===== config.mk =====
export PLATFORM = sky130hd
export DESIGN_NAME = gcounter_version_vector_merge
export DESIGN_NICKNAME = d
export VERILOG_FILES = /design/src/rtl/gcvv_pkg.sv /design/src/rtl/gcvv_store.sv /design/src/rtl/gcounter_version_vector_merge.sv
export SDC_FILE = /design/constraint.sdc
export NUM_CORES = 1
export LEC_CHECK = 0
export BUFFER_PORTS_ARGS = -buffer_cell sky130_fd_sc_hd__buf_2
export CAP_MARGIN = 20
export CORE_MARGIN = 2
export CORE_UTILIZATION = 25
export DETAILED_ROUTE_END_ITERATION = 8
export HOLD_SLACK_MARGIN = 0.02
export PLACE_DENSITY = 0.45
export RECOVER_POWER = 25
export SETUP_SLACK_MARGIN = 0.05
export SYNTH_ARGS = -nofsm -noshare
export SYNTH_HDL_FRONTEND = slang
export SYNTH_SLANG_ARGS = --single-unit
export TNS_END_PERCENT = 1

===== constraint.sdc =====
create_clock -name clock -period 7.5 [get_ports clock]
set_input_delay 0.375 -clock clock [delete_from_list [all_inputs] [get_ports clock]]
set_output_delay 0.375 -clock clock [all_outputs]
set_load 0.005 [all_outputs]

===== src/rtl/gcvv_pkg.sv =====
package gcvv_pkg;

   localparam int REPLICAS   = 16;
   localparam int COUNT_BITS = 32;
   localparam int ADDR_BITS  = $clog2(REPLICAS);
   localparam int TOTAL_BITS = 36;
   localparam int POS_BITS   = 5;

   localparam logic [COUNT_BITS-1:0] COUNT_MAX = {COUNT_BITS{1'b1}};

   localparam logic [1:0] OP_INCREMENT = 2'd0;
   localparam logic [1:0] OP_SUMMARY   = 2'd1;
   localparam logic [1:0] OP_UPDATE    = 2'd2;

   localparam logic [1:0] ERR_NONE      = 2'd0;
   localparam logic [1:0] ERR_UNKNOWN   = 2'd1;
   localparam logic [1:0] ERR_SUMMARY   = 2'd2;
   localparam logic [1:0] ERR_SATURATED = 2'd3;

   localparam logic CSR_LOCAL_INDEX     = 1'b0;
   localparam logic CSR_ACTIVE_REPLICAS = 1'b1;

   typedef struct packed {
      logic [1:0]  operation;
      logic [3:0]  index;
      logic [31:0] value;
      logic        last;
   } req_type;

   typedef struct packed {
      logic                  update_valid;
      logic [3:0]            update_index;
      logic [31:0]           update_value;
      logic                  summary_done;
      logic [1:0]            relation;
      logic [4:0]            update_count;
      logic                  changed;
      logic [TOTAL_BITS-1:0] total;
      logic [1:0]            error;
   } rsp_type;

endpackage


===== src/rtl/gcvv_store.sv =====
module gcvv_store
   import gcvv_pkg::*;
(
   input  logic                  clock,
   input  logic                  reset,
   input  logic                  rd_en,
   input  logic [ADDR_BITS-1:0]  rd_addr,
   output logic [COUNT_BITS-1:0] rd_data,
   input  logic                  wr_en,
   input  logic [ADDR_BITS-1:0]  wr_addr,
   input  logic [COUNT_BITS-1:0] wr_data
);

   logic [COUNT_BITS-1:0] count_mem [REPLICAS];
   logic [REPLICAS-1:0]   entry_valid_ff;
   logic [COUNT_BITS-1:0] rd_word_ff;
   logic                  rd_valid_ff;

   always_ff @(posedge clock) begin
      if (wr_en) begin
         count_mem[wr_addr] <= wr_data;
      end
      if (rd_en) begin
         rd_word_ff <= count_mem[rd_addr];
      end
   end

   // entries never written since reset read as zero
   always_ff @(posedge clock) begin
      if (reset) begin
         entry_valid_ff <= '0;
         rd_valid_ff    <= 1'b0;
      end else begin
         if (wr_en) begin
            entry_valid_ff[wr_addr] <= 1'b1;
         end
         if (rd_en) begin
            rd_valid_ff <= entry_valid_ff[rd_addr];
         end
      end
   end

   assign rd_data = rd_valid_ff ? rd_word_ff : '0;

endmodule


===== src/rtl/gcounter_version_vector_merge.sv =====
// Grow-only counter version vector: one count per replica in a 16-entry
// synchronous RAM, a running total, and streaming summary compare. For each
// item, the entry is read in the cycle the item is accepted, then the
// result is computed, the entry written back and the result loaded into
// the output register once that register is free. A new item is taken
// only after the previous item's result has been loaded; the block takes
// no new item while one is in flight. Reset is synchronous; configuration
// writes are always accepted.
module gcounter_version_vector_merge
   import gcvv_pkg::*;
(
   input  logic       clock,
   input  logic       reset,
   input  logic       req_valid,
   output logic       req_ready,
   input  req_type    req_data,
   output logic       rsp_valid,
   input  logic       rsp_ready,
   output rsp_type    rsp_data,
   input  logic       csr_valid,
   output logic       csr_ready,
   input  logic       csr_index,
   input  logic [4:0] csr_wdata
);

   logic [3:0]            local_index_ff;
   logic [4:0]            active_replicas_ff;
   logic [4:0]            active;

   logic                  busy_ff;
   req_type               item_ff;
   logic                  rsp_valid_ff;
   rsp_type               rsp_ff;

   logic [TOTAL_BITS-1:0] total_ff, total_in;
   logic                  seen_local_ff, seen_local_in;
   logic                  seen_remote_ff, seen_remote_in;
   logic [POS_BITS-1:0]   pos_ff, pos_in;
   logic [4:0]            pend_ff, pend_in;
   logic                  fault_ff, fault_in;

   logic                  accept;
   logic                  finish;
   logic [ADDR_BITS-1:0]  rd_addr;
   logic [COUNT_BITS-1:0] old_count;
   logic                  wr_en;
   logic [ADDR_BITS-1:0]  wr_addr;
   logic [COUNT_BITS-1:0] wr_data;
   logic [COUNT_BITS:0]   inc_sum;
   logic [COUNT_BITS-1:0] remote;
   logic                  fault_now;
   rsp_type               rsp_in;

   assign csr_ready = 1'b1;
   assign active    = (active_replicas_ff < 5'(REPLICAS)) ? active_replicas_ff : 5'(REPLICAS);

   always_ff @(posedge clock) begin
      if (reset) begin
         local_index_ff     <= '0;
         active_replicas_ff <= 5'd16;
      end else if (csr_valid) begin
         case (csr_index)
            CSR_LOCAL_INDEX:     local_index_ff     <= csr_wdata[3:0];
            CSR_ACTIVE_REPLICAS: active_replicas_ff <= csr_wdata;
            default: ;
         endcase
      end
   end

   assign req_ready = !busy_ff;
   assign accept    = req_valid && req_ready;
   assign finish    = busy_ff && (!rsp_valid_ff || rsp_ready);
   assign rd_addr   = (req_data.operation == OP_INCREMENT) ?
                      local_index_ff[ADDR_BITS-1:0] : req_data.index[ADDR_BITS-1:0];

   gcvv_store u_store (
      .clock   (clock),
      .reset   (reset),
      .rd_en   (accept),
      .rd_addr (rd_addr),
      .rd_data (old_count),
      .wr_en   (wr_en),
      .wr_addr (wr_addr),
      .wr_data (wr_data)
   );

   assign inc_sum = {1'b0, old_count} + {1'b0, item_ff.value[COUNT_BITS-1:0]};
   assign remote  = (item_ff.value > 32'(COUNT_MAX)) ? COUNT_MAX :
                    item_ff.value[COUNT_BITS-1:0];
   assign fault_now = fault_ff || (POS_BITS'(item_ff.index) != pos_ff) ||
                      (5'(item_ff.index) >= active);

   always_comb begin
      rsp_in         = '0;
      wr_en          = 1'b0;
      wr_addr        = item_ff.index[ADDR_BITS-1:0];
      wr_data        = remote;
      total_in       = total_ff;
      seen_local_in  = seen_local_ff;
      seen_remote_in = seen_remote_ff;
      pos_in         = pos_ff;
      pend_in        = pend_ff;
      fault_in       = fault_ff;
      case (item_ff.operation)
         OP_INCREMENT: begin
            if (5'(local_index_ff) >= active) begin
               rsp_in.error = ERR_UNKNOWN;
            end else begin
               wr_en   = 1'b1;
               wr_addr = local_index_ff[ADDR_BITS-1:0];
               if (inc_sum[COUNT_BITS] || (inc_sum[COUNT_BITS-1:0] > COUNT_MAX)) begin
                  wr_data      = COUNT_MAX;
                  rsp_in.error = ERR_SATURATED;
               end else begin
                  wr_data = inc_sum[COUNT_BITS-1:0];
               end
               total_in = total_ff + TOTAL_BITS'(wr_data) - TOTAL_BITS'(old_count);
            end
         end
         OP_SUMMARY: begin
            fault_in = fault_now;
            if (fault_now) begin
               rsp_in.error = ERR_SUMMARY;
            end else begin
               if (old_count > remote) begin
                  seen_local_in       = 1'b1;
                  rsp_in.update_valid = 1'b1;
                  rsp_in.update_index = item_ff.index;
                  rsp_in.update_value = 32'(old_count);
                  pend_in             = pend_ff + 5'd1;
               end else if (old_count < remote) begin
                  seen_remote_in = 1'b1;
               end
               pos_in = pos_ff + POS_BITS'(1);
            end
            if (item_ff.last) begin
               rsp_in.summary_done = 1'b1;
               if (fault_now || (pos_in != POS_BITS'(active))) begin
                  rsp_in.error = ERR_SUMMARY;
               end else begin
                  rsp_in.relation     = {seen_remote_in, seen_local_in};
                  rsp_in.update_count = pend_in;
               end
               seen_local_in  = 1'b0;
               seen_remote_in = 1'b0;
               pos_in         = '0;
               pend_in        = '0;
               fault_in       = 1'b0;
            end
         end
         OP_UPDATE: begin
            if (5'(item_ff.index) >= active) begin
               rsp_in.error = ERR_UNKNOWN;
            end else if (remote > old_count) begin
               wr_en          = 1'b1;
               total_in       = total_ff + TOTAL_BITS'(remote) - TOTAL_BITS'(old_count);
               rsp_in.changed = 1'b1;
            end
         end
         default: ;
      endcase
      rsp_in.total = total_in;
      if (!finish) begin
         wr_en = 1'b0;
      end
   end

   always_ff @(posedge clock) begin
      if (accept) begin
         item_ff <= req_data;
      end
      if (finish) begin
         rsp_ff <= rsp_in;
      end
   end

   always_ff @(posedge clock) begin
      if (reset) begin
         busy_ff        <= 1'b0;
         rsp_valid_ff   <= 1'b0;
         total_ff       <= '0;
         seen_local_ff  <= 1'b0;
         seen_remote_ff <= 1'b0;
         pos_ff         <= '0;
         pend_ff        <= '0;
         fault_ff       <= 1'b0;
      end else begin
         if (accept) begin
            busy_ff <= 1'b1;
         end else if (finish) begin
            busy_ff <= 1'b0;
         end
         if (finish) begin
            rsp_valid_ff <= 1'b1;
         end else if (rsp_ready) begin
            rsp_valid_ff <= 1'b0;
         end
         if (finish) begin
            total_ff       <= total_in;
            seen_local_ff  <= seen_local_in;
            seen_remote_ff <= seen_remote_in;
            pos_ff         <= pos_in;
            pend_ff        <= pend_in;
            fault_ff       <= fault_in;
         end
      end
   end

   assign rsp_valid = rsp_valid_ff;
   assign rsp_data  = rsp_ff;

`ifndef SYNTH
   a_pos_bound: assert property (@(posedge clock) disable iff (reset)
      pos_ff <= POS_BITS'(REPLICAS))
      else $error("summary position beyond replica count");

   a_pend_bound: assert property (@(posedge clock) disable iff (reset)
      pend_ff <= 5'(pos_ff))
      else $error("pending update count exceeds compared elements");

   a_changed_clean: assert property (@(posedge clock) disable iff (reset)
      rsp_valid_ff && rsp_ff.changed |-> rsp_ff.error == ERR_NONE && !rsp_ff.summary_done)
      else $error("changed item carries error or summary status");

   // a last element may still carry an update entry when the summary length is wrong
   a_update_clean: assert property (@(posedge clock) disable iff (reset)
      rsp_valid_ff && rsp_ff.update_valid && !rsp_ff.summary_done |->
         rsp_ff.error == ERR_NONE)
      else $error("update entry emitted with error");

   a_accept_busy: assert property (@(posedge clock) disable iff (reset)
      req_valid && req_ready |=> busy_ff && !req_ready)
      else $error("item accepted without entering compute cycle");
`endif

endmodule

[Word-level counts from Yosys, hierarchy flattened]
Memories as Yosys holds them, arrays and structs flattened. A register that Yosys moved wholly into a read port is not among the register bits.
Cells that the tools add are included.
Storage, ports and cells
  bits of input ports: 50
  flip-flop bits (word level): 200
  memories kept: 1
  logic and storage cells: 127
  RAM bits: 512
Operators by class
  add/subtract/negate cells: 7
  reduce and logical (&&, ||, !) cells: 20
  multiplexer cells: 54
  equal/unequal tests: 4
  bitwise gates (word level): 5
  $lt $le $gt $ge: 11
Memories
  u_store.count_mem: depth 16, width 32, rd ports 1, clocked after Yosys merged registers in 1, wr ports 1, line gcvv_store.sv:14  | logic [COUNT_BITS-1:0] count_mem [REPLICAS];
Operator list (number)
  $mux 32: 7
  $mux 36: 3
  $add 36x32->36: 2
  $pmux 36 s2: 1
  $sub 36x32->36: 2
  $gt 32x32->1: 2
  $gt 32x32->1 const B: 2
  $mux 37: 1
  $mux 5: 7
  $add 32x32->33: 1
  $lt 32x32->1: 1
  $mux 1: 21
  $or 16x16->16: 1
  $mux 4: 3
  $add 5x1->5 const B: 2
  $ge 4x5->1: 2
  $lt 4x5->1 const B: 2
  $mux 2: 5
  $mux 8: 1
  $mux 7: 1
  $pmux 2 s3: 1
  $reduce_and 2->1: 3
  $reduce_or 3->1: 2
  $logic_or 1x1->1: 5
  15 further kinds: 23

[Longest topological paths before layout]
  depth after elaboration: 11
  mapped depth: 29

[Modules after synthesis]
A second synthesis with hierarchy kept.
Second synthesis, totals
  cells, all modules: 2666
  area, all modules: 37124.4 µm²
Modules (own cells, without submodules)
  gcvv_store: area each 21139.0 µm², sequential area each 16676.0 µm², instances 1, cells each 868
  gcounter_version_vector_merge: area each 15985.3 µm², sequential area each 4894.7 µm², instances 1, cells each 1798

[Worst setup path before layout]
No wires, ideal clock.
  path type: register to register
  start point: register u_store.rd_valid_ff
  end point: register total_ff[26]
  buffers on the path: 4
  path slack: 1.061 ns
  arrival: 6.348 ns
  setup time: 0.091 ns
  data required time: 7.409 ns
  stages on the path, launching flop included: 28
  clock period less this slack: 6.439 ns
  cell sequence: dfxtp_1 -> clkbuf_1 -> clkbuf_1 -> nand2_1 -> ha_1 -> inv_1 -> a21oi_1 -> o31ai_1 -> a2111oi_2 -> o211ai_1 -> a221oi_2 -> o21ai_1 -> a21oi_2 -> buf_2 -> buf_2 -> nand2_1 -> fa_1 -> ha_1 -> nor2b_1 -> o31ai_1 -> a32oi_1 -> a21o_1 -> a31oi_1 -> o21ai_0 -> a221oi_1 -> xnor2_1 -> nand2_1 -> a311oi_1
Between the ends
  longest elaborated chain between the ends: 11
  elaborated cells on any way between the ends: 15
  those cells by class: 4 x add/sub; 2 x order compare; 8 x mux; 1 x reduce/logical
RTL lines
  start, declared: line gcvv_store.sv:17  | logic rd_valid_ff;
  start signal, assigned: line gcvv_store.sv:38  | rd_valid_ff <= entry_valid_ff[rd_addr];
  $mux 32 (*): line gcvv_store.sv:43  | assign rd_data = rd_valid_ff ? rd_word_ff : '0;
  $add 32x32->33: line gcounter_version_vector_merge.sv:87  | assign inc_sum = {1'b0, old_count} + {1'b0, item_ff.value[COUNT_BITS-1:0]};
  $gt 32x32->1: line gcounter_version_vector_merge.sv:111  | if (inc_sum[COUNT_BITS] || (inc_sum[COUNT_BITS-1:0] > COUNT_MAX)) begin
  $logic_or 1x1->1: line gcounter_version_vector_merge.sv:111
  $mux 32: line gcounter_version_vector_merge.sv:111
  $mux 32: line gcounter_version_vector_merge.sv:106  | if (5'(local_index_ff) >= active) begin
  $mux 32: line gcounter_version_vector_merge.sv:104  | case (item_ff.operation)
  $add 36x32->36: line gcounter_version_vector_merge.sv:117  | total_in = total_ff + TOTAL_BITS'(wr_data) - TOTAL_BITS'(old_count);
  $sub 36x32->36: line gcounter_version_vector_merge.sv:117
  $mux 36: line gcounter_version_vector_merge.sv:106
  $pmux 36 s2 (*): line gcounter_version_vector_merge.sv:104
  end signal, assigned: line gcounter_version_vector_merge.sv:199  | total_ff <= total_in;
  end, declared: line gcounter_version_vector_merge.sv:35  | logic [TOTAL_BITS-1:0] total_ff, total_in;
Every way passes the cells marked *; elsewhere a longest branch is shown, timed or not. The select of a mux whose other input is x is not followed.
A chain may end at the register's enable or synchronous reset.

[Final worst setup path]
  start point: register u_store.rd_valid_ff
  end point: register total_ff[35]
Between the ends
  longest elaborated chain between the ends: 11
  elaborated cells on any way between the ends: 15
  those cells by class: 4 x add/sub; 2 x order compare; 8 x mux; 1 x reduce/logical
RTL lines
  $mux 32 (*): line gcvv_store.sv:43
  named net old_count[0]: line gcounter_version_vector_merge.sv:45  | logic [COUNT_BITS-1:0] old_count;
  $add 32x32->33: line gcounter_version_vector_merge.sv:87
  $gt 32x32->1: line gcounter_version_vector_merge.sv:111
  $logic_or 1x1->1: line gcounter_version_vector_merge.sv:111
  $mux 32: line gcounter_version_vector_merge.sv:111
  $mux 32: line gcounter_version_vector_merge.sv:106
  $mux 32: line gcounter_version_vector_merge.sv:104
  $add 36x32->36: line gcounter_version_vector_merge.sv:117
  $sub 36x32->36: line gcounter_version_vector_merge.sv:117
  $mux 36: line gcounter_version_vector_merge.sv:106
  $pmux 36 s2 (*): line gcounter_version_vector_merge.sv:104
Mark *: on every way through the listed nets, which the timed path passes. The rest lies on a longest branch. The select of a mux whose other input is x is not followed.

==> summary.md <==
| Metric | Value |
|---|---|
| Status | complete, but fails checks |
| Failing checks | max-capacitance violations, max-slew violations |
| Ys Warns | 0 |
| Layout cells sized above 1 | 0.1440 |
| CP Launch Type | flop |
| Synthesized net count | 3033 |
| Buffer count from post-CTS setup fixing | 0 |
| Antenna violations before repair | 11 |
| Top post-synthesis cells by area | edfxtp_1, mux4_2, ha_1 |
| Sequential share of power | 0.430 |
| Crit path largest cell delay | 460 ps |
| GRT Resource Usage Total | 0.1466 |
| Most frequent cells in the layout | edfxtp_1, inv_1, nor2_1, nand2_1, ha_1 |
| PD cells | 260.2 nW/um2 |
| Achievable Freq | 0.1418 GHz |
| Max-cap violations | 9 |
| Post-synth EDFFs | 667 |
| Asr flop ratio synth | 0 |
| Clock transition at the registers of the reported paths | 60 ps |
| Mean Syn Cell Area | 13.35 um2 |
| I/O pins | 137 |
| CP Buf/Inv Count | 3 |
| Crit-path slowest cell | ha_1 |
| Switching portion of total power | 0.2961 |
| Max IR drop VDD | 157.9 uV |
| Worst-path fanout max | 30 |
| Req. time, crit path | 8030 ps |
| Min-delay worst type | input pin to flop |
| Die area | 150600 um2 |
| Primary FF master, synth | edfxtp_1 |
| WL final | 111400 um |
| Crit. Startpoint | u_store.rd_valid_ff |
| Post-synth top area share | 0.5431 |
| Vias/cell | 4.707 |
| Mux cell area share after synthesis | 0.08641 |
| Seq cells post-synth | 744 |
| Data arrival, critical path | 7580 ps |
| Unrepaired setup endpoints after global routing | false |
| CP Class | flop to flop |
| Clock sink count | 744 |
| Simple-gate area share of the yosys netlist | 0.07918 |
| Most common cell after layout, fill and taps aside | edfxtp_1 |
| Final #Nets | 3273 |
| Syn Std Cell Area | 36880 um2 |
| Clk_lat worst skew | 670 ps |
| Clock power share | 0.349 |
| Net switching power | 3.344 mW |
| Total power | 11.29 mW |
| Total CTS buffers | 82 |
| Main combinational cell family by area after synthesis | compound AO/OA/AOI/OAI gates |
| Util after Layout | 0.2970 |
| Adder-cell area share of the yosys netlist | 0.08821 |
| Fin Clk Skew | 23.86 ps |
| Post-synthesis sequential area ratio | 0.5849 |
| Vias in the first global route | 23597 |
| Core area | 146100 um2 |
| GRT overflow | 0 |
| TritonCTS clock tree | built |
| Largest net degree at the start of global routing | 110 |
| Combinational power share | 0.221 |
| CTS Root Cell | clkbuf_16 |
| Layout area overhead | 17.65% |
| Origin of the critical flop-to-flop path | u_store.rd_valid_ff |
| Crit. End Element | flop |
| Synth cell types | 79 |
| Actual transition at the worst max-transition pin | 2794 ps |
| Final worst slack | 446.4 ps |
| Cell Rows | 140 |
| Clock buffer depth | 3 |
| Final worst-path cycle share | 0.9405 |
| Syn Inst Count | 2762 |
| Synth area leader | edfxtp_1 |
| Routed vias | 23485 |
| Final hold violations | 0 |
| Die Wd | 388.1 um |
| Initial DRT Pass Iterations | 7 |
| Port Buffers | 135 |
| First-pass GRT wire length | 164000 um |
| Final Max Slew Viols | 399 |
| DP HPWL | 73370 um |
| FILL cells | 14899 |
| Compound-gate portion of the synthesized area | 0.1001 |
| DRC | 0 |
| Finish-stage setup viols | 0 |
| Starting Density | 0.2524 |
| Min cycle time layout | 7054 ps |
| Relative slew slack | -0.8624 |
| HP Start | csr_valid |
| Post-place setup slack | -95.61 ps |
| Post-route ant nets | 0 |
| Delay-heaviest family, CP | compound AO/OA/AOI/OAI gates |
| Max H-tree Level | 3 |
| WL per Instance | 22.34 um |
| Post-Synth XOR/XNOR Area | 0.02494 |
| Internal power | 7.947 mW |
| Static Leakage | 15.38 nW |
| GP Congestion | 0.8618 |
| Overall die height | 388.1 um |
| DR iter-0 viols | 1844 |
==> layout make-up <==
type / instances / area, um2 / area share
Clock buffer: 109 / 2225 / 0.05127
Tap cell: 1917 / 2399 / 0.05528
Clock inverter: 43 / 391.6 / 0.009025
Timing Repair Buffer: 274 / 1709 / 0.03939
Inverter: 229 / 864.6 / 0.01993
Antenna cell: 2 / 5.005 / 0.0001153
Multi-Input combinational cell: 1671 / 14230 / 0.3279
Sequential cell: 744 / 21570 / 0.4971
==> cells by family after synthesis <==
group                    count (synthesis)
AND/OR/NAND/NOR                        644
AO/OA/AOI/OAI                          547
buffers and inverters                  347
other                                    1
multiplexers                           153
XOR/XNOR                               105
flip-flops                             744
adder cells (fa/ha/maj)                221
==> layer usage <==
layer / track usage / share of wire / wire, um / vias up
met2: 0.2360 / 0.46 / 51560 / 595
met3: 0.01923 / 0.048 / 5390 / 121
met5: 0 / 0.00051 / 57 / -
met4: 0.03474 / 0.018 / 2022 / 10
li1: - / - / - / 10801
met1: 0.2086 / 0.47 / 52420 / 11958
==> worst paths after layout <==
kind         slack [ps]                     to  cells past startpoint
max                 450           total_ff[35]                     27
min                 160  active_replicas_ff[4]                      3
min reg2reg         460  active_replicas_ff[2]                      2
max reg2reg         450           total_ff[35]                     27
==> timing repair <==
item,CTS,global route
gates resized for setup,2,9
setup endpoints to repair,4,25
endpoints found under the hold margin,50,0
hold buffers,51,0
pin swaps,0,1
==> stage by stage <==
stage	TNS (ps)	area, um2	instances	hold slack (ps)
after floorplan	0	36880	2762	431.5
after global placement	-56.46	40370	4781	447.6
after detailed placement	-95.61	40390	4783	449.0
after CTS	0	43520	4986	111.5
after global routing	0	43390	4987	143.6
final	0	43390	4989	158.0
==> registers in the layout, indices dropped and copies added (netlist names) <==
register	count
active_replicas_ff	5
u_store.rd_valid_ff	1
total_ff	36
item_ff	39
rsp_data	84
rsp_valid	1
seen_local_ff	1
pend_ff	5
fault_ff	1
u_store.rd_word_ff	32
local_index_ff	4
pos_ff	5
busy_ff	1
u_store.entry_valid_ff	16
u_store.count_mem	512
seen_remote_ff	1
==> power by group through the flow <==
stage / sequential [mW] / combinational [mW] / clock, mW
final: 4.85 / 2.50 / 3.94
after global routing: 4.87 / 2.77 / 4.21
after CTS: 4.85 / 2.50 / 4.06
after detailed placement: 4.94 / 2.46 / 0
after global placement: 4.94 / 2.46 / 0
after floorplan: 4.90 / 1.70 / 0
==> synth_stat cells, types with 14 or more instances <==
master,n
buf_2,17
ha_1,156
dfxtp_1,77
inv_1,229
a21oi_1,123
and3_1,21
mux4_2,132
mux2i_1,18
a22oi_1,16
fa_1,65
o21a_1,25
a31oi_1,72
nand4_1,14
clkbuf_1,96
a21o_1,39
and2_1,48
nand2_1,211
nand3_1,27
xnor2_1,75
xor2_1,30
nor3_1,16
o21ai_0,76
nor2_1,224
a211oi_1,65
nand2b_1,27
edfxtp_1,667
nor2b_1,18
==> worst register-to-register path, cell delays in order (launching register included) <==
cell	delay, ps
dfxtp_1	300
buf_4	200
nand2_1	130
inv_1	60
ha_1	210
fa_1	410
nor2b_1	160
o21ai_0	230
a31oi_1	170
o21ai_1	330
o211ai_1	280
a221oi_2	370
o21ai_1	150
a21oi_4	320
buf_4	440
nand2_1	130
fa_1	450
ha_1	460
nand4_1	200
nor2_1	200
o211ai_1	170
a31oi_2	410
o211a_1	340
o21ai_0	150
xnor2_1	140
o22ai_1	250
and3_1	200
nor3_1	40
No activity file was read; power rests on OpenSTA's default activity.
